<file path="src/sv/dmc_pkg.sv">
// Shared types and constants for the direct-mapped cache tag check.
package dmc_pkg;

   // Field widths
   localparam int ADDR_FIELD_W = 32;
   localparam int LINE_FIELD_W = 10;
   localparam int COUNT_W      = 32;
   localparam int RSP_DATA_W   = 112;
   localparam int RSP_PAD_W    = RSP_DATA_W - LINE_FIELD_W - 3 * COUNT_W;

   // Defaults for top-level parameters
   localparam int MAX_LINES_DEF = 1024;
   localparam int ADDR_BITS_DEF = 32;

   // Configuration registers
   localparam int OFFSET_W     = 5;
   localparam int INDEX_W      = 4;
   localparam int CSR_ADDR_W   = 3;
   localparam int CSR_DATA_W   = 32;
   localparam logic [OFFSET_W-1:0] OFFSET_MAX   = 5'd16;
   localparam logic [OFFSET_W-1:0] OFFSET_RESET = 5'd4;
   localparam logic [INDEX_W-1:0]  INDEX_RESET  = 4'd10;

   typedef enum logic {
      REG_OFFSET_WIDTH = 1'b0,
      REG_INDEX_WIDTH  = 1'b1
   } csr_reg_type;

   typedef struct packed {
      logic [OFFSET_W-1:0] offset_width;
      logic [INDEX_W-1:0]  index_width;
   } cfg_type;

   typedef enum logic [1:0] {
      ST_CLEAR,
      ST_IDLE,
      ST_CHECK
   } state_type;

   typedef struct packed {
      logic clear;   // zero one store entry
      logic lookup;  // capture address, read store
      logic commit;  // compare, update store and counters, load result
   } ctrl_cmd_type;

   typedef struct packed {
      logic clear_last;  // final entry of the clearing pass
      logic out_free;    // result register can take a new transaction
   } ctrl_status_type;

endpackage

</file>
<file path="src/sv/dmc_csr.sv">
// Configuration register block with APB-style access.
module dmc_csr (
   input  logic                            clock,
   input  logic                            reset,
   input  logic                            csr_psel,
   input  logic                            csr_penable,
   input  logic                            csr_pwrite,
   input  logic [dmc_pkg::CSR_ADDR_W-1:0]  csr_paddr,
   input  logic [dmc_pkg::CSR_DATA_W-1:0]  csr_pwdata,
   output logic [dmc_pkg::CSR_DATA_W-1:0]  csr_prdata,
   output logic                            csr_pready,
   output dmc_pkg::cfg_type                cfg
);
   import dmc_pkg::*;

   logic [OFFSET_W-1:0] offset_width_ff;
   logic [INDEX_W-1:0]  index_width_ff;
   logic                wr_en;
   csr_reg_type         reg_sel;

   assign csr_pready = 1'b1;
   assign wr_en      = csr_psel & csr_penable & csr_pwrite & csr_pready;
   assign reg_sel    = csr_reg_type'(csr_paddr[CSR_ADDR_W-1]);

   always_ff @(posedge clock) begin
      if (reset) begin
         offset_width_ff <= OFFSET_RESET;
         index_width_ff  <= INDEX_RESET;
      end else if (wr_en) begin
         case (reg_sel)
            REG_OFFSET_WIDTH: offset_width_ff <= csr_pwdata[OFFSET_W-1:0];
            REG_INDEX_WIDTH:  index_width_ff  <= csr_pwdata[INDEX_W-1:0];
            default: ;
         endcase
      end
   end

   always_comb begin
      case (reg_sel)
         REG_OFFSET_WIDTH: csr_prdata = CSR_DATA_W'(offset_width_ff);
         REG_INDEX_WIDTH:  csr_prdata = CSR_DATA_W'(index_width_ff);
         default:          csr_prdata = '0;
      endcase
   end

   assign cfg.offset_width = offset_width_ff;
   assign cfg.index_width  = index_width_ff;

endmodule

</file>
<file path="config.mk">
export PLATFORM = sky130hd
export DESIGN_NAME = dmc_csr
export DESIGN_NICKNAME = d
export VERILOG_FILES = /design/src/sv/dmc_pkg.sv /design/src/sv/dmc_csr.sv
export SDC_FILE = /design/constraint.sdc
export NUM_CORES = 1
export LEC_CHECK = 0
export ABC_AREA = 0
export BUFFER_PORTS_ARGS = -buffer_cell sky130_fd_sc_hd__buf_2
export CAP_MARGIN = 20
export CORE_ASPECT_RATIO = 1.4
export CORE_UTILIZATION = 34
export DETAILED_ROUTE_END_ITERATION = 8
export PLACE_DENSITY = 0.83
export SYNTH_ARGS = -nofsm -noshare
export SYNTH_HDL_FRONTEND = slang
export SYNTH_SLANG_ARGS = --single-unit
</file>
<file path="constraint.sdc">
create_clock -name clock -period 1.9 [get_ports clock]
set_input_delay 0.475 -clock clock [delete_from_list [all_inputs] [get_ports clock]]
set_output_delay 0.475 -clock clock [all_outputs]
set_load 0.01 [all_outputs]
</file>
# == Word level (Yosys, flattened, before mapping) ==
# Cells that the tools add are included.
# op_classes
mux,1
reduce_logical,2
bitwise_logic,3
# ops
op,n
$pmux W32 S2,1
$reduce_and A2 Y1,2
$and A1 B1 Y1,2
$not A1 Y1,1
# totals
inputBits,40
reg_bits,9
output_inout_bits,42

# == Longest topological paths before layout ==
# logic_depth
word_depth,3
mapped_depth,3
depth_no_buf,2

# == Worst setup path after synthesis ==
# OpenSTA, ideal clock, no wires.
# synth_path
kind,input to output
start,in csr_paddr[2] in the netlist's numbering
end,out csr_prdata[0] in the netlist's numbering
path_stages,1
path_slack_ns,0.615
arrival_time_ns,0.810
path_cell_list,mux2_2
# synth_via
elab_chain_cells,2
# synth_lines
element,line,rtl
start: declaration,dmc_csr.sv:8,"input logic [dmc_pkg::CSR_ADDR_W-1:0] csr_paddr,"
$not A1 Y1 (no source line),n/a,
$pmux W32 S2 *,dmc_csr.sv:39,case (reg_sel)
end: declaration,dmc_csr.sv:10,"output logic [dmc_pkg::CSR_DATA_W-1:0] csr_prdata,"
# Every way passes the cells marked *; elsewhere a longest branch is shown, timed or not. The select of a mux whose other input is x is not followed.

# == Worst setup path in the final report ==
# Same ends and word-level chain as after synthesis.

==> results.ini <==
[placement]
preCtsSetupSlack_ns = 0.267
placed_area_sq_um = 686
portBuffers = 24
place.gp.congestion = 0.642
hpwlAfterDp_microns = 850

[clocking]
postCtsSetupBuffers = 0
cts_tree = built
clock_path_buffers = 2
clockRootBuffer = clkbuf_4
cts.htree.levels = 1
post_cts_resized = 0
cts_made_buffers = 3
clk_latency_ns = 0.25
path_clk_slew_ns = 0.06
clock-sinks = 9
hold_buffers = 0

[timing]
fmax_mhz = 620
hold_viol_final = 0
rsz0062_at_grt = no
finalClockSkew_ns = 0
post-route-period-util_pct = 84.9
fin_crit_ns = 1.61
maxSlewViolCount = 0
worst_slack_ns = 0.288
setup_viol = 0
setup_tns_ns = 0

[setup_path]
critPathTopFamily = multiplexers
cp.required_ns = 1.42
r2r_end = offset_width_ff[2]
start_kind = primary input
cp.buffers_inverters = 2
rr_worst_depth = 2
worstSetupPathType = primary input to output pin
cp_slowest_cell = mux2_2
reg2reg_slack_ns = 1.29
path_depth = 3
path_common_cell = buf_2
rr_startpoint = offset_width_ff[2]
path_cells = buf_2 -> mux2_2 -> buf_2
cp-end-kind = output pin
critPathMaxStageDelay_ns = 0.35
critPathMaxFanout = 7
worstPathArrival_ns = 1.14

[global_routing]
grt_pass1_wl_mm = 1.57
track_usage_pct = 11.3
grt_max_degree = 18
grt_overflow = 0
antenna_found_initial = 0
grt_pass1_vias = 366

[die]
fp.dieH_microns = 54.6
die_w_microns = 39.6
io_pins = 82
start_util_pct = 37.4
placeableCoreArea_sq_mm = 0.00180
rows = 18
die_area_sq_mm = 0.00216

[power]
irDropWorstVdd_v = 0.000255
powerDensity_mw_per_mm2 = 584
p_switching_uw = 114
combPwrFrac_pct = 18.9
p_leak_uw = 0.000362
swShare_pct = 27.4
clkPwrFrac_pct = 34.1
seq_power_share_pct = 47.1
power.internal_uw = 302

[synthesis]
synth_area_sq_um = 673
syn_inst = 75
synth.distinct_cells = 13
ys_ff_latch = 9
seq_area_frac_synth_pct = 26.8
syn_area_per_cell_sq_um = 8.98
synth_warnings = 0

[finish]
layout_common_cells = conb_1, buf_2, nand2b_1
final-seq-area_sq_um = 180
multi_input_area_sq_um = 360
fillerInstances = 192
nets = 139
fin_area_sq_um = 712
drive_above_1_share_pct = 33.7
syn_to_final_growth_pct = 5.76
num_antenna_cells = 0
layout_commonest_cell = conb_1

[min_path]
hold_depth = 3
holdPathEnd = offset_width_ff[4]
hp-class = primary input to flip-flop
worstHoldStart = csr_pwdata[4]

[run_status]
outcome = complete, no violations

[routing]
drtIter0Drc = 8
firstDrtPassIters = 2
wl_mm = 1.07
routedWlPerCell_microns = 9.03
antenna_left = 0
vias_per_cell = 4.01
dr_total_vias = 473
drc = 0

[run]
max-cap-violations = 0

[routing by layer]
layer	global-route usage [%]	up-vias	share of wire (%)
met5	0	-	0
met4	8.62	0	0.75
met3	2.44	2	9.2
met2	18.3	34	50
met1	12.3	209	40
li1	-	228	-
[final cells by class]
type / instances / area share [%]
well taps: 20 / 3.51
clock buffers: 4 / 3.69
repair buffers: 24 / 16.9
multi-input cells: 61 / 50.6
flip-flops and latches: 9 / 25.3
[stage by stage]
stage	hold WS (ns)	std cells	utilization, %	power (uW)
floorplan	0.501	101	-	297
global placement	0.470	114	38.1	277
detailed placement	0.479	114	38.1	278
CTS	0.473	118	39.5	425
global route	0.494	118	39.5	446
finish	0.479	118	39.5	416
[worst max-delay path by stage]
stage	startpoint	endpoint	slack, ns
2_1_floorplan	csr_paddr[2]	csr_prdata[0]	0.61
3_3_place_gp	csr_paddr[2]	csr_prdata[3]	0.28
3_5_place_dp	csr_paddr[2]	csr_prdata[0]	0.27
4_1_cts	csr_paddr[2]	csr_prdata[0]	0.27
5_1_grt	csr_paddr[2]	csr_prdata[0]	0.25
6_report	csr_paddr[2]	csr_prdata[0]	0.29
[Yosys cell counts]
cell	instances	area, sq um
clkbuf_1	1	3.75
conb_1	2	7.51
mux2i_1	9	90.1
and4_2	1	10.0
dfxtp_1	9	180
and2b_2	1	8.76
and4b_1	1	10.0
clkbuf_2	1	5.00
mux2_2	4	45.0
buf_4	28	210
buf_6	1	11.3
nand2b_1	11	68.8
nor2_1	6	22.5
[cell families after synthesis]
family | synth area share (%)
AND/OR/NAND/NOR | 17.8
flip-flops | 26.8
other | 1.12
buffers and inverters | 34.2
multiplexers | 20.1
[flip-flops by register name, indices dropped and copies added (netlist names)]
name	count
offset_width_ff	5
index_width_ff	4
[power by group through the flow]
stage | clock (uW) | sequential (uW) | combinational, uW
after floorplan | 0 | 202 | 95.1
after global placement | 0 | 200 | 77.3
after detailed placement | 0 | 200 | 78.4
after CTS | 151 | 196 | 78.6
after global routing | 160 | 196 | 90.1
final | 142 | 196 | 78.5
[worst min-delay path, cell delays in order]
cell	delay (ns)
buf_2	0.10
nand2b_1	0.05
mux2i_1	0.06
No activity file was read; power rests on OpenSTA's default activity.
