`config.mk`:
```
export PLATFORM = sky130hd
export DESIGN_NAME = dmc_ctrl
export DESIGN_NICKNAME = d
export VERILOG_FILES = /design/src/sv/dmc_pkg.sv /design/src/sv/dmc_ctrl.sv
export SDC_FILE = /design/constraint.sdc
export NUM_CORES = 1
export LEC_CHECK = 0
export BUFFER_PORTS_ARGS = -buffer_cell sky130_fd_sc_hd__buf_4
export CORE_AREA = 2 2 39 41
export CTS_CLUSTER_SIZE = 8
export DETAILED_ROUTE_END_ITERATION = 8
export DIE_AREA = 0 0 41 43
export PLACE_DENSITY = 0.3
export SKIP_LAST_GASP = 1
export SYNTH_ARGS = -nofsm -noshare
export SYNTH_HDL_FRONTEND = slang
export SYNTH_SLANG_ARGS = --single-unit
```
`constraint.sdc`:
```
create_clock -name clock -period 0.8 [get_ports clock]
set_input_delay 0.08 -clock clock [delete_from_list [all_inputs] [get_ports clock]]
set_output_delay 0.08 -clock clock [all_outputs]
set_load 0.01 [all_outputs]
```
`src/sv/dmc_pkg.sv`:
```
// Shared types and constants for the direct-mapped cache tag check.
package dmc_pkg;

   // Field widths
   localparam int ADDR_FIELD_W = 32;
   localparam int LINE_FIELD_W = 10;
   localparam int COUNT_W      = 32;
   localparam int RSP_DATA_W   = 112;
   localparam int RSP_PAD_W    = RSP_DATA_W - LINE_FIELD_W - 3 * COUNT_W;

   // Defaults for top-level parameters
   localparam int MAX_LINES_DEF = 1024;
   localparam int ADDR_BITS_DEF = 32;

   // Configuration registers
   localparam int OFFSET_W     = 5;
   localparam int INDEX_W      = 4;
   localparam int CSR_ADDR_W   = 3;
   localparam int CSR_DATA_W   = 32;
   localparam logic [OFFSET_W-1:0] OFFSET_MAX   = 5'd16;
   localparam logic [OFFSET_W-1:0] OFFSET_RESET = 5'd4;
   localparam logic [INDEX_W-1:0]  INDEX_RESET  = 4'd10;

   typedef enum logic {
      REG_OFFSET_WIDTH = 1'b0,
      REG_INDEX_WIDTH  = 1'b1
   } csr_reg_type;

   typedef struct packed {
      logic [OFFSET_W-1:0] offset_width;
      logic [INDEX_W-1:0]  index_width;
   } cfg_type;

   typedef enum logic [1:0] {
      ST_CLEAR,
      ST_IDLE,
      ST_CHECK
   } state_type;

   typedef struct packed {
      logic clear;   // zero one store entry
      logic lookup;  // capture address, read store
      logic commit;  // compare, update store and counters, load result
   } ctrl_cmd_type;

   typedef struct packed {
      logic clear_last;  // final entry of the clearing pass
      logic out_free;    // result register can take a new transaction
   } ctrl_status_type;

endpackage

```
`src/sv/dmc_ctrl.sv`:
```
// Controller state machine: store clearing, lookup and commit sequencing.
module dmc_ctrl (
   input  logic                     clock,
   input  logic                     reset,
   input  logic                     req_tvalid,
   output logic                     req_tready,
   input  dmc_pkg::ctrl_status_type status,
   output dmc_pkg::ctrl_cmd_type    cmd
);
   import dmc_pkg::*;

   state_type state_ff;
   state_type state_in;

   always_ff @(posedge clock) begin
      if (reset) begin
         state_ff <= ST_CLEAR;
      end else begin
         state_ff <= state_in;
      end
   end

   always_comb begin
      state_in = state_ff;
      case (state_ff)
         ST_CLEAR: begin
            if (status.clear_last) state_in = ST_IDLE;
         end
         ST_IDLE: begin
            if (req_tvalid) state_in = ST_CHECK;
         end
         ST_CHECK: begin
            // hold until the result register is free
            if (status.out_free) state_in = ST_IDLE;
         end
         default: state_in = ST_CLEAR;
      endcase
   end

   always_comb begin
      req_tready = 1'b0;
      cmd        = '0;
      case (state_ff)
         ST_CLEAR: begin
            cmd.clear = 1'b1;
         end
         ST_IDLE: begin
            req_tready = 1'b1;
            cmd.lookup = req_tvalid;
         end
         ST_CHECK: begin
            cmd.commit = status.out_free;
         end
         default: ;
      endcase
   end

   a_accept_to_check: assert property (@(posedge clock) disable iff (reset)
      (req_tvalid && req_tready) |=> (state_ff == ST_CHECK))
      else $error("accepted transaction did not move to check");

endmodule

```
# Word level (Yosys, flattened, before mapping)

Index checks and enable logic that the tools add are counted.

Eq/ne operators: 5
Mux-type cells: 8
Reductions and logical operators: 2

Operator list:

| kind                                                | number |
|---|---|
| two-way mux 2 bit                                   | 3 |
| != test 2 bit, second input constant                | 3 |
| one-hot mux 2 bit (3 select lines)                  | 1 |
| two-way mux 1 bit                                   | 4 |
| AND reduction 3 bit                                 | 1 |
| equality test 2 x 1 -> 1 bit, second input constant | 1 |
| equality test 2 bit, second input constant          | 1 |
| logical NOT 2 bit                                   | 1 |

Register bits after elaboration: 2
Input port bits: 5
Logic and storage cells: 16

# Logic depth before layout (Yosys ltp)

Gate-level depths: netlist (run 1).

Word-level depth: 3
Gate-level depth with buffers: 3
Mapped depth without buffers: 3

# Worst setup path before layout (run 1)

Ideal clock, no wire load.

Path type: register -> register
Start: reg state_ff[1]
End: reg state_ff[1]
Library setup time: 0.117 ns
Arrival time: 0.699 ns
Path slack: -0.015 ns
Stages on the path, launching flop included: 4
Path buffers: 0
Cells stage by stage: dfxtp_1 nor2b_4 a22oi_1 nor2_1

Longest elaborated chain between the ends: 3

RTL lines:

| item                                              | RTL line       | source |
|---|---|---|
| from (decl)                                       | dmc_ctrl.sv:12 | `state_type state_ff;` |
| from (signal assigned)                            | dmc_ctrl.sv:19 | `state_ff <= state_in;` |
| equality test 2 bit, or another cell as far along | dmc_ctrl.sv:25 | `case (state_ff)` |
| != test 2 bit (no source line)                    | -              |  |
| AND reduction 3 bit (no source line)              | -              |  |

Several ways; a longest one is shown, not always the timed one.
A chain may end at the register's enable or synchronous reset.

==> impl_results.html, run 1 <==
<table>
<tr><th>Metric</th><th>Value</th></tr>
<tr><th colspan="2">Status</th></tr>
<tr><td>Outcome</td><td>complete, but fails checks</td></tr>
<tr><td>Violations in the final reports</td><td>negative setup slack</td></tr>
<tr><th colspan="2">Critical path</th></tr>
<tr><td>Crit path arrival time</td><td>0.89 ns</td></tr>
<tr><td>Worst path max stage delay</td><td>0.35 ns</td></tr>
<tr><td>Element type at the critical path start</td><td>register</td></tr>
<tr><td>Chain of cells forming the critical path</td><td>nand2b_4, nor2_2, buf_4</td></tr>
<tr><td>Launch point of the critical path</td><td>state_ff[0]$_SDFFE_PP0P_</td></tr>
<tr><td>Endpoint kind of the worst setup timing path</td><td>primary output</td></tr>
<tr><td>Class of the most critical setup path</td><td>register to primary output</td></tr>
<tr><td>R2R cell count</td><td>3</td></tr>
<tr><td>Worst Path Max Fanout</td><td>6</td></tr>
<tr><td>CP required</td><td>0.72 ns</td></tr>
<tr><td>Slowest library cell on the worst path</td><td>dfxtp_4</td></tr>
<tr><td>Worst reg2reg path startpoint</td><td>state_ff[0]$_SDFFE_PP0P_</td></tr>
<tr><td>Internal reg-to-reg setup slack</td><td>-0.02 ns</td></tr>
<tr><th colspan="2">Floorplanning</th></tr>
<tr><td>Core Rows</td><td>14</td></tr>
<tr><td>Initial cell density of the core</td><td>8.86%</td></tr>
<tr><td>Vertical die dimension</td><td>roughly 43 microns</td></tr>
<tr><td>Ports</td><td>9</td></tr>
<tr><td>Core region area</td><td>about 1400 sq um</td></tr>
<tr><td>Die span in x</td><td>41 microns</td></tr>
<tr><td>Area enclosed by the die boundary</td><td>about 1800 sq um</td></tr>
<tr><th colspan="2">STA</th></tr>
<tr><td>Part of the cycle the worst path needs</td><td>122%</td></tr>
<tr><td>RSZ-0062 raised after global routing</td><td>yes</td></tr>
<tr><td>Achievable Freq</td><td>roughly 1000 MHz</td></tr>
<tr><td># setup viols final</td><td>6</td></tr>
<tr><td>Least-Margin Pin Slew</td><td>0.233 ns</td></tr>
<tr><td>Min cycle time layout</td><td>about 0.97 ns</td></tr>
<tr><td>Fin. Hold Viols</td><td>0</td></tr>
<tr><td>Number of pins exceeding their max-slew limit in the final report</td><td>0</td></tr>
<tr><td>Total negative setup slack</td><td>-0.538 ns</td></tr>
<tr><td>Max-Slew Margin vs Limit</td><td>84.3%</td></tr>
<tr><td>Worst hold slack</td><td>0.0263 ns</td></tr>
<tr><td>Setup Skew</td><td>0.00138 ns</td></tr>
<tr><td>Worst setup margin</td><td>-0.173 ns</td></tr>
<tr><th colspan="2">Clocking</th></tr>
<tr><td>CTS Buf Count</td><td>3</td></tr>
<tr><td># H-tree levels</td><td>1</td></tr>
<tr><td>Library cell used as clock root buffer</td><td>clkbuf_4</td></tr>
<tr><td>Post-CTS clock slew at the launch and capture registers of the worst setup and hold paths</td><td>0.03 ns</td></tr>
<tr><td>Maximum clock insertion buffer count</td><td>2</td></tr>
<tr><td>Number of clock sinks seen by CTS</td><td>2</td></tr>
<tr><td>Insertion delay of the later-clocked pin in the worst-skew pair</td><td>between 0.2 and 0.25 ns</td></tr>
<tr><td>Setup Fix Bufs, Post-CTS</td><td>0</td></tr>
<tr><td>CTS Hold Bufs</td><td>0</td></tr>
<tr><td>Clock tree from TritonCTS</td><td>built</td></tr>
<tr><th colspan="2">Flow run</th></tr>
<tr><td>Total of max-cap violations</td><td>0</td></tr>
<tr><th colspan="2">Synthesis</th></tr>
<tr><td>Portion of the post-synthesis area used by sequential elements</td><td>32.7%</td></tr>
<tr><td>Average size of a mapped cell</td><td>8.17 sq um</td></tr>
<tr><td>Synthesized flop and latch total</td><td>2</td></tr>
<tr><td>Cell count after synthesis</td><td>15</td></tr>
<tr><td>Number of distinct standard cells referenced by the synthesized netlist</td><td>10</td></tr>
<tr><td>Area of the mapped netlist</td><td>between 100 and 150 sq um</td></tr>
<tr><td>Yosys warns</td><td>0</td></tr>
<tr><td>Syn nets</td><td>20</td></tr>
<tr><td>Cell taking the most area after synthesis</td><td>dfxtp_1</td></tr>
<tr><td>Dominant cells by area after synthesis</td><td>dfxtp_1 33%, nor2_1 15%, nand2b_4 11%, nor2b_4 11%, a21oi_2 7.1%</td></tr>
<tr><td>Share of Yosys cell area claimed by the top area cell type</td><td>32.7%</td></tr>
<tr><th colspan="2">Power and ir drop</th></tr>
<tr><td>Power share of the combinational group</td><td>24.4%</td></tr>
<tr><td>Maximum ir drop on the vdd rail</td><td>0.000408 V</td></tr>
<tr><td>Switch Pwr</td><td>0.107 mW</td></tr>
<tr><td>Pwr Total</td><td>around 0.45 mW</td></tr>
<tr><td>Power share of the clock group</td><td>48.6%</td></tr>
<tr><td>Power Internal</td><td>0.340 mW</td></tr>
<tr><td>PwrDens</td><td>1810 nW/um^2</td></tr>
<tr><td>Share of total power consumed by net switching</td><td>24.0%</td></tr>
<tr><td>Register share of total power</td><td>26.9%</td></tr>
<tr><td>Reported leakage power</td><td>0.113 nW</td></tr>
<tr><th colspan="2">Min path</th></tr>
<tr><td>Worst min-delay path startpoint</td><td>reset</td></tr>
<tr><td>Number of cells traversed by the worst hold path</td><td>2</td></tr>
<tr><td>Path category of the worst min-delay check</td><td>input port to register</td></tr>
<tr><th colspan="2">Drt</th></tr>
<tr><td>Average detailed-routed wire length per instance</td><td>around 8.0 microns</td></tr>
<tr><td>Remaining number of nets flagged by the antenna check after routing</td><td>0</td></tr>
<tr><td>DRC Markers</td><td>0</td></tr>
<tr><td>Number of detailed-routing iterations run before antenna repair</td><td>2</td></tr>
<tr><td>Via count</td><td>144</td></tr>
<tr><td>Vias per std cell</td><td>around 3.3</td></tr>
<tr><td>Total wire length after detailed routing</td><td>344 microns</td></tr>
<tr><td>Iteration-0 DRC count of the detailed router</td><td>1</td></tr>
<tr><th colspan="2">Placed design</th></tr>
<tr><td>Worst slack, placed</td><td>-0.0201 ns</td></tr>
<tr><td>Placed instance count</td><td>40</td></tr>
<tr><td>Final weighted congestion in routability-driven placement</td><td>roughly 0.52</td></tr>
<tr><td>Cell Area, Placed</td><td>211 sq um</td></tr>
<tr><td>Hpwl dp</td><td>around 270 microns</td></tr>
<tr><td>Count of buffers from port buffering</td><td>8</td></tr>
<tr><th colspan="2">Cells and area</th></tr>
<tr><td>Growth of design area from synthesis to finish</td><td>101%</td></tr>
<tr><td>Fillers</td><td>163</td></tr>
<tr><td>Top reg by flops</td><td>state_ff</td></tr>
<tr><td>Largest registers</td><td>state_ff (2)</td></tr>
<tr><td>Non-Filler Instances</td><td>43</td></tr>
<tr><td>Share of post-route cells with drive strength above 1</td><td>between 60% and 70%</td></tr>
<tr><td>Post-layout instance area</td><td>246 sq um</td></tr>
<tr><td>Antenna cells</td><td>0</td></tr>
<tr><td>Max FFs per register</td><td>2</td></tr>
<tr><td>Sequential cell area</td><td>47.5 sq um</td></tr>
<tr><td>Final Util</td><td>17.8%</td></tr>
<tr><td>Final nets</td><td>34</td></tr>
<tr><td>Multi-input logic area</td><td>81.3 sq um</td></tr>
<tr><th colspan="2">Global routing</th></tr>
<tr><td>Number of antenna violations at the first check in global routing</td><td>0</td></tr>
<tr><td>Global-route usage over all layers</td><td>5.21%</td></tr>
<tr><td>Wire length of the first global-routing pass</td><td>496 microns</td></tr>
<tr><td>Residual overflow from global routing</td><td>0</td></tr>
<tr><td>Via count of the first global-routing pass</td><td>143</td></tr>
<tr><td>Largest net degree at the start of global routing</td><td>7</td></tr>
</table>
[power by group through the flow]
stage	Combinational, mW	Clock [mW]	Sequential (mW)
CTS	0.104	0.234	0.123
global placement	0.105	0	0.124
global route	0.121	0.233	0.122
finish	0.109	0.217	0.121
floorplan	0.0531	0	0.121
detailed placement	0.104	0	0.123
[layout make-up]
type / count / share of cell area, %
multi-input combinational: 12 / 33.0
clock buffer: 3 / 9.14
sequential: 2 / 19.3
tap: 16 / 8.12
inverter: 1 / 1.52
timing repair buffer: 9 / 28.9
[layout by cell type, fill, tap and decap left out]
master / count
o21ai_0: 1
nand2b_4: 1
nand2_1: 1
a22oi_1: 1
a21oi_2: 1
nor2_2: 1
buf_6: 1
a21o_1: 1
nor2b_4: 1
nor2_1: 4
inv_1: 1
dfxtp_4: 2
clkbuf_4: 3
buf_4: 8
[repair_timing]
item                       4_1_cts  5_1_grt
resized for setup                1        4
gates cloned                     0        0
setup endpoints to repair        6        6
[layer usage]
| metal | wire length, microns | share of wire (%) | track usage, % |
|---|---|---|---|
| met2 | 137 | 40 | 5.31 |
| met5 | 0 | 0 | 0 |
| met3 | 73 | 21 | 3.14 |
| met4 | 9 | 2.6 | 10.0 |
| met1 | 123 | 36 | 4.46 |
[synthesized netlist by cell type (all sizes together)]
| master | instances |
|---|---|
| o21ai | 1 |
| a22oi | 1 |
| inv | 1 |
| a21o | 1 |
| nand2b | 1 |
| nand2 | 1 |
| nor2 | 5 |
| dfxtp | 2 |
| a21oi | 1 |
| nor2b | 1 |
[path summary, 6_finish.rpt]
path                               to
max                            cmd[0]
min reg2reg  state_ff[1]$_SDFFE_PP0P_
max reg2reg  state_ff[0]$_SDFFE_PP0P_
min          state_ff[1]$_SDFFE_PP0P_
[critical path: cells and delay by family, from the launching register on]
kind / cells / cell delay, ns
flip-flops: 1 / 0.35
AND/OR/NAND/NOR: 2 / 0.21
buffers and inverters: 1 / 0.12
[logic make-up (layout without fill, tap and decap cells)]
group,after synthesis,after routing,share of synthesized area (%)
compound gates,4,4,23.5
buf+inv,1,13,3.06
simple gates,8,8,40.8
flops,2,2,32.7
No activity file was read; power rests on OpenSTA's default activity.
==> run 2: changes to the inputs <==
--- a/config.mk
+++ b/config.mk
@@ -15,3 +15,4 @@
 export SYNTH_ARGS = -nofsm -noshare
 export SYNTH_HDL_FRONTEND = slang
 export SYNTH_SLANG_ARGS = --single-unit
+export TNS_END_PERCENT = 10
==> run 2 against run 1 <==
  * The run still ends with negative setup slack left
  * Sequential power about the same
  * Via count unchanged
  * Utilization down 0.27 points
  * Register-to-register slack about the same
  * Critical path type unchanged
  * Highest routed layer unchanged
==> impl_results.html, run 2 (synthesis gave the netlist of run 1 again) <==
<table>
<tr><th>Metric</th><th>Value</th></tr>
<tr><th colspan="2">Cells and area</th></tr>
<tr><td>Final nets</td><td>34</td></tr>
<tr><td>Top reg by flops</td><td>state_ff</td></tr>
<tr><td>Growth of design area from synthesis to finish</td><td>98.0%</td></tr>
<tr><td>Largest registers</td><td>state_ff (2)</td></tr>
<tr><td>Post-layout instance area</td><td>243 sq um</td></tr>
<tr><td>Antenna cells</td><td>0</td></tr>
<tr><td>Most frequent cells in the layout</td><td>9 x buf_4, 4 x nor2_1, 3 x clkbuf_4, 2 x dfxtp_4</td></tr>
<tr><td>Non-Filler Instances</td><td>between 40 and 50</td></tr>
<tr><td>Max FFs per register</td><td>2</td></tr>
<tr><td>Share of post-route cells with drive strength above 1</td><td>66.7%</td></tr>
<tr><td>Most frequent standard cell in the layout excluding fill and tap cells</td><td>buf_4</td></tr>
<tr><th colspan="2">Drt</th></tr>
<tr><td>Top Layer Used</td><td>met4</td></tr>
<tr><td>Via count</td><td>144</td></tr>
<tr><td>Met3 Routed Length</td><td>66 microns</td></tr>
<tr><td>Average detailed-routed wire length per instance</td><td>8.02 microns</td></tr>
<tr><td>Iteration-0 DRC count of the detailed router</td><td>1</td></tr>
<tr><td>Number of detailed-routing iterations run before antenna repair</td><td>2</td></tr>
<tr><td>Vias per std cell</td><td>3.35</td></tr>
<tr><td>Routed metal-1 wirelength</td><td>133 microns</td></tr>
<tr><td>Total wire length after detailed routing</td><td>345 microns</td></tr>
<tr><td>Remaining number of nets flagged by the antenna check after routing</td><td>0</td></tr>
<tr><td>DR WL met2</td><td>136 microns</td></tr>
<tr><td>DRC Markers</td><td>0</td></tr>
<tr><th colspan="2">Global routing</th></tr>
<tr><td>Largest net degree at the start of global routing</td><td>7</td></tr>
<tr><td>Wire length of the first global-routing pass</td><td>496 microns</td></tr>
<tr><td>Number of antenna violations at the first check in global routing</td><td>0</td></tr>
<tr><td>Residual overflow from global routing</td><td>0</td></tr>
<tr><td>Global-route usage over all layers</td><td>~5.2%</td></tr>
<tr><td>Via count of the first global-routing pass</td><td>141</td></tr>
<tr><th colspan="2">Floorplanning</th></tr>
<tr><td>Core region area</td><td>1380 sq um</td></tr>
<tr><td>Area enclosed by the die boundary</td><td>1760 sq um</td></tr>
<tr><td>Initial cell density of the core</td><td>between 8 and 9%</td></tr>
<tr><td>Core Rows</td><td>14</td></tr>
<tr><td>Ports</td><td>9</td></tr>
<tr><td>Die span in x</td><td>41 microns</td></tr>
<tr><td>Vertical die dimension</td><td>43 microns</td></tr>
<tr><th colspan="2">Placed design</th></tr>
<tr><td>Cell Area, Placed</td><td>211 sq um</td></tr>
<tr><td>Count of buffers from port buffering</td><td>8</td></tr>
<tr><td>Hpwl dp</td><td>275 microns</td></tr>
<tr><td>Worst slack, placed</td><td>-0.0201 ns</td></tr>
<tr><td>Placed instance count</td><td>40</td></tr>
<tr><td>Final weighted congestion in routability-driven placement</td><td>0.516</td></tr>
<tr><th colspan="2">Clocking</th></tr>
<tr><td>CTS Hold Bufs</td><td>0</td></tr>
<tr><td>Maximum clock insertion buffer count</td><td>2</td></tr>
<tr><td>CTS Buf Count</td><td>3</td></tr>
<tr><td>Clock tree from TritonCTS</td><td>built</td></tr>
<tr><td>Library cell used as clock root buffer</td><td>clkbuf_4</td></tr>
<tr><td>Post-CTS clock slew at the launch and capture registers of the worst setup and hold paths</td><td>0.03 ns</td></tr>
<tr><td>Number of clock sinks seen by CTS</td><td>2</td></tr>
<tr><td># H-tree levels</td><td>1</td></tr>
<tr><td>Insertion delay of the later-clocked pin in the worst-skew pair</td><td>around 0.22 ns</td></tr>
<tr><th colspan="2">Power and ir drop</th></tr>
<tr><td>Reported leakage power</td><td>between 0.1 and 0.15 nW</td></tr>
<tr><td>PwrDens</td><td>1820 nW/um^2</td></tr>
<tr><td>Maximum ir drop on the vdd rail</td><td>0.000406 V</td></tr>
<tr><th colspan="2">STA</th></tr>
<tr><td>Fin. Hold Viols</td><td>0</td></tr>
<tr><td># setup viols final</td><td>6</td></tr>
<tr><td>RSZ-0062 raised after global routing</td><td>yes</td></tr>
<tr><td>Part of the cycle the worst path needs</td><td>122%</td></tr>
<tr><td>Max-Slew Margin vs Limit</td><td>84.3%</td></tr>
<tr><td>Least-Margin Pin Slew</td><td>0.233 ns</td></tr>
<tr><td>Number of pins exceeding their max-slew limit in the final report</td><td>0</td></tr>
<tr><td>Setup Skew</td><td>0.00138 ns</td></tr>
<tr><td>Total negative setup slack</td><td>-0.537 ns</td></tr>
<tr><td>Worst setup margin</td><td>-0.173 ns</td></tr>
<tr><td>Achievable Freq</td><td>about 1000 MHz</td></tr>
<tr><td>Min cycle time layout</td><td>0.973 ns</td></tr>
<tr><th colspan="2">Critical path</th></tr>
<tr><td>Crit path arrival time</td><td>0.89 ns</td></tr>
<tr><td>Chain of cells forming the critical path</td><td>nand2b_4, nor2_2, buf_4</td></tr>
<tr><td>Element type at the critical path start</td><td>register</td></tr>
<tr><td>Worst path max stage delay</td><td>0.35 ns</td></tr>
<tr><td>Combined buffer and inverter count along the critical path</td><td>1</td></tr>
<tr><td>Worst Path Max Fanout</td><td>6</td></tr>
<tr><td>CP required</td><td>0.72 ns</td></tr>
<tr><td>Endpoint kind of the worst setup timing path</td><td>primary output</td></tr>
<tr><td>Slowest library cell on the worst path</td><td>dfxtp_4</td></tr>
<tr><td>Largest delay contributor family on the critical path</td><td>flip-flops</td></tr>
<tr><td>Class of the most critical setup path</td><td>register to primary output</td></tr>
<tr><td>Internal reg-to-reg setup slack</td><td>-0.02 ns</td></tr>
<tr><th colspan="2">Min path</th></tr>
<tr><td>Path category of the worst min-delay check</td><td>input port to register</td></tr>
<tr><th colspan="2">Status</th></tr>
<tr><td>Violations in the final reports</td><td>negative setup slack</td></tr>
<tr><td>Outcome</td><td>complete, but fails checks</td></tr>
<tr><th colspan="2">Flow run</th></tr>
<tr><td>Total of max-cap violations</td><td>0</td></tr>
</table>
## run 2: changes by cell type in the layout (fill, tap and decap cells not counted)
cell and delta:
buf_4 +1, buf_6 -1
## run 2: stage by stage
step                power (mW)  hold slack (ns)  utilization (%)
global route             0.473           0.0297             17.5
CTS                      0.462           0.0216             17.0
finish                   0.443           0.0263             17.5
floorplan                0.174            0.145                -
global placement         0.229            0.251             15.3
detailed placement       0.227            0.257             15.3
## run 2: path summary, 6_finish.rpt
| kind | start | cells past startpoint | endpoint |
|---|---|---|---|
| setup reg to reg | state_ff[0]$_SDFFE_PP0P_ | 3 | state_ff[0]$_SDFFE_PP0P_ |
| hold reg to reg | state_ff[1]$_SDFFE_PP0P_ | 2 | state_ff[1]$_SDFFE_PP0P_ |
| hold / removal | reset | 2 | state_ff[1]$_SDFFE_PP0P_ |
| setup / recovery | state_ff[0]$_SDFFE_PP0P_ | 3 | cmd[0] |
## run 2: routing by layer
layer / up-vias / GRT usage, %
met5: - / 0
met4: 0 / 10.0
met3: 2 / 3.14
met2: 9 / 5.31
met1: 59 / 4.46
li1: 74 / -
## run 2: layout make-up
cell class,instances,area (sq um)
inverters,1,3.75
well taps,16,20.0
fillers,162,1140
repair buffers,9,67.6
multi-input cells,12,81.3
flip-flops and latches,2,47.5
clock buffers,3,22.5
## run 2: power by group
group | switching, mW | internal [mW]
logic | 0.0413 | 0.0636
registers | 0.0124 | 0.108
clock network | 0.0524 | 0.165
## run 2: what timing repair did
action | CTS | global route
resized for setup | 1 | 3
endpoints found under the setup margin | 6 | 6
buffers inserted | 0 | 0
==> run 3: changes to the inputs <==
--- a/config.mk
+++ b/config.mk
@@ -5,11 +5,11 @@
 export SDC_FILE = /design/constraint.sdc
 export NUM_CORES = 1
 export LEC_CHECK = 0
-export BUFFER_PORTS_ARGS = -buffer_cell sky130_fd_sc_hd__buf_4
 export CORE_AREA = 2 2 39 41
 export CTS_CLUSTER_SIZE = 8
 export DETAILED_ROUTE_END_ITERATION = 8
 export DIE_AREA = 0 0 41 43
+export DONT_BUFFER_PORTS = 1
 export PLACE_DENSITY = 0.3
 export SKIP_LAST_GASP = 1
 export SYNTH_ARGS = -nofsm -noshare
==> run 3 against run 2 <==
  * The flow still finishes with violations (negative setup slack)
  * Critical path type unchanged
  * Worst setup slack improved by 0.040 ns
  * Utilization decreased by 2.8 points
  * Non-clock buffer count fell by 7
  * Worst hold slack better by 0.011 ns
  * Critical endpoint is now req_tready
==> impl_results.html, run 3 (synthesis gave the netlist of run 1 again) <==
<table>
<tr><th>Metric</th><th>Value</th></tr>
<tr><th colspan="2">Status</th></tr>
<tr><td>Outcome</td><td>complete, but fails checks</td></tr>
<tr><td>Violations in the final reports</td><td>negative setup slack</td></tr>
<tr><th colspan="2">Placed design</th></tr>
<tr><td>Final weighted congestion in routability-driven placement</td><td>0.421</td></tr>
<tr><td>Placed instance count</td><td>32</td></tr>
<tr><td>Worst slack, placed</td><td>-0.0378 ns</td></tr>
<tr><td>Count of buffers from port buffering</td><td>0</td></tr>
<tr><td>Cell Area, Placed</td><td>approximately 150 sq um</td></tr>
<tr><td>Hpwl dp</td><td>246 microns</td></tr>
<tr><th colspan="2">Flow run</th></tr>
<tr><td>Total of max-cap violations</td><td>0</td></tr>
<tr><th colspan="2">Cells and area</th></tr>
<tr><td>Most frequent cells in the layout</td><td>3 x nor2_1, 3 x clkbuf_4, 2 x dfxtp_4</td></tr>
<tr><td>Antenna cells</td><td>0</td></tr>
<tr><td>Fillers</td><td>163</td></tr>
<tr><td>Max FFs per register</td><td>2</td></tr>
<tr><td>Final Util</td><td>14.7%</td></tr>
<tr><td>Top reg by flops</td><td>state_ff</td></tr>
<tr><td>Final nets</td><td>27</td></tr>
<tr><td>Largest registers</td><td>state_ff (2)</td></tr>
<tr><td>Growth of design area from synthesis to finish</td><td>66.3%</td></tr>
<tr><td>Non-Filler Instances</td><td>36</td></tr>
<tr><td>Share of post-route cells with drive strength above 1</td><td>55.0%</td></tr>
<tr><td>Post-layout instance area</td><td>204 sq um</td></tr>
<tr><th colspan="2">Floorplanning</th></tr>
<tr><td>Initial cell density of the core</td><td>8.86%</td></tr>
<tr><td>Core region area</td><td>1380 sq um</td></tr>
<tr><td>Ports</td><td>9</td></tr>
<tr><td>Core Rows</td><td>14</td></tr>
<tr><td>Die span in x</td><td>41 microns</td></tr>
<tr><td>Area enclosed by the die boundary</td><td>approximately 1800 sq um</td></tr>
<tr><td>Vertical die dimension</td><td>43 microns</td></tr>
<tr><th colspan="2">Power and ir drop</th></tr>
<tr><td>Power share of the clock group</td><td>52.6%</td></tr>
<tr><td>Switch Pwr</td><td>roughly 0.11 mW</td></tr>
<tr><td>Share of total power consumed by net switching</td><td>25.8%</td></tr>
<tr><td>Reported leakage power</td><td>0.0787 nW</td></tr>
<tr><td>Pwr Total</td><td>0.427 mW</td></tr>
<tr><td>Power Internal</td><td>0.317 mW</td></tr>
<tr><td>Register share of total power</td><td>between 20% and 30%</td></tr>
<tr><td>Power share of the combinational group</td><td>between 10% and 20%</td></tr>
<tr><td>Maximum ir drop on the vdd rail</td><td>0.000298 V</td></tr>
<tr><td>PwrDens</td><td>2090 nW/um^2</td></tr>
<tr><th colspan="2">Drt</th></tr>
<tr><td>DRC Markers</td><td>0</td></tr>
<tr><td>Via count</td><td>125</td></tr>
<tr><td>Total wire length after detailed routing</td><td>333 microns</td></tr>
<tr><td>Iteration-0 DRC count of the detailed router</td><td>0</td></tr>
<tr><td>Average detailed-routed wire length per instance</td><td>9.25 microns</td></tr>
<tr><td>Number of detailed-routing iterations run before antenna repair</td><td>1</td></tr>
<tr><td>Vias per std cell</td><td>3.47</td></tr>
<tr><td>Remaining number of nets flagged by the antenna check after routing</td><td>0</td></tr>
<tr><th colspan="2">STA</th></tr>
<tr><td>Min cycle time layout</td><td>roughly 0.93 ns</td></tr>
<tr><td>Max-Slew Margin vs Limit</td><td>83.0%</td></tr>
<tr><td>Setup Skew</td><td>0.00453 ns</td></tr>
<tr><td>Total negative setup slack</td><td>-0.426 ns</td></tr>
<tr><td>Worst hold slack</td><td>0.0377 ns</td></tr>
<tr><td># setup viols final</td><td>6</td></tr>
<tr><td>Least-Margin Pin Slew</td><td>0.252 ns</td></tr>
<tr><td>Number of pins exceeding their max-slew limit in the final report</td><td>0</td></tr>
<tr><td>Worst setup margin</td><td>-0.134 ns</td></tr>
<tr><td>Fin. Hold Viols</td><td>0</td></tr>
<tr><td>RSZ-0062 raised after global routing</td><td>yes</td></tr>
<tr><td>Achievable Freq</td><td>1070 MHz</td></tr>
<tr><td>Part of the cycle the worst path needs</td><td>117%</td></tr>
<tr><th colspan="2">Critical path</th></tr>
<tr><td>Worst Path Max Fanout</td><td>6</td></tr>
<tr><td>Class of the most critical setup path</td><td>register to primary output</td></tr>
<tr><td>Element type at the critical path start</td><td>register</td></tr>
<tr><td>CP required</td><td>0.72 ns</td></tr>
<tr><td>Crit path arrival time</td><td>0.85 ns</td></tr>
<tr><td>Endpoint kind of the worst setup timing path</td><td>primary output</td></tr>
<tr><th colspan="2">Clocking</th></tr>
<tr><td># H-tree levels</td><td>1</td></tr>
<tr><td>Insertion delay of the later-clocked pin in the worst-skew pair</td><td>0.23 ns</td></tr>
<tr><td>Setup Fix Bufs, Post-CTS</td><td>0</td></tr>
<tr><td>Post-CTS clock slew at the launch and capture registers of the worst setup and hold paths</td><td>approximately 0.030 ns</td></tr>
<tr><td>Library cell used as clock root buffer</td><td>clkbuf_4</td></tr>
<tr><td>Clock tree from TritonCTS</td><td>built</td></tr>
<tr><td>Number of clock sinks seen by CTS</td><td>2</td></tr>
<tr><td>Maximum clock insertion buffer count</td><td>2</td></tr>
<tr><td>CTS Buf Count</td><td>3</td></tr>
<tr><th colspan="2">Global routing</th></tr>
<tr><td>Number of antenna violations at the first check in global routing</td><td>0</td></tr>
<tr><td>Residual overflow from global routing</td><td>0</td></tr>
<tr><td>Global-route usage over all layers</td><td>5.90%</td></tr>
<tr><td>Wire length of the first global-routing pass</td><td>517 microns</td></tr>
<tr><td>Via count of the first global-routing pass</td><td>151</td></tr>
<tr><td>Largest net degree at the start of global routing</td><td>7</td></tr>
<tr><th colspan="2">Min path</th></tr>
<tr><td>Path category of the worst min-delay check</td><td>input port to register</td></tr>
</table>
run 3: area by class of cell:
cell class,count,area (sq um),area share (%)
Clock buffer,3,22.5,11.0
Inverter,1,3.75,1.84
Multi-Input combinational cell,12,88.8,43.6
Sequential cell,2,47.5,23.3
Tap cell,16,20.0,9.82
Timing Repair Buffer,2,21.3,10.4
run 3: critical path, stage by stage (launching register included):
cell	delay, ns
dfxtp_4	0.36
nor2b_4	0.16
buf_6	0.11
run 3: path summary, 6_finish.rpt:
check                                              start                       end  slack, ns  depth (start not counted)
worst max-delay path            state_ff[0]$_SDFFE_PP0P_                req_tready      -0.13                          2
worst min-delay path                          req_tvalid  state_ff[1]$_SDFFE_PP0P_       0.04                          2
worst max register to register  state_ff[0]$_SDFFE_PP0P_  state_ff[0]$_SDFFE_PP0P_      -0.04                          3
worst min register to register  state_ff[1]$_SDFFE_PP0P_  state_ff[0]$_SDFFE_PP0P_       0.57                          2
run 3: power by group through the flow:
stage / clock network [mW] / logic (mW) / registers [mW]
CTS: 0.245 / 0.0776 / 0.121
global placement: 0 / 0.0663 / 0.123
floorplan: 0 / 0.0531 / 0.121
finish: 0.225 / 0.0814 / 0.121
global route: 0.261 / 0.0909 / 0.124
detailed placement: 0 / 0.0665 / 0.124
run 3: what timing repair did:
action / 4_1_cts / 5_1_grt
pin swaps: 0 / 0
hold buffers: 1 / 0
hold endpoints to repair: 2 / 0
gates resized for setup: 5 / 2
setup endpoints to repair: 6 / 6
run 3: metal layers:
layer  wire (microns)  vias up  track usage (%)
met5                0        -                0
met2              187        9             8.44
met3               52        0             7.85
met1               93       56             1.59
li1                 -       60                -
met4                0        0             8.00
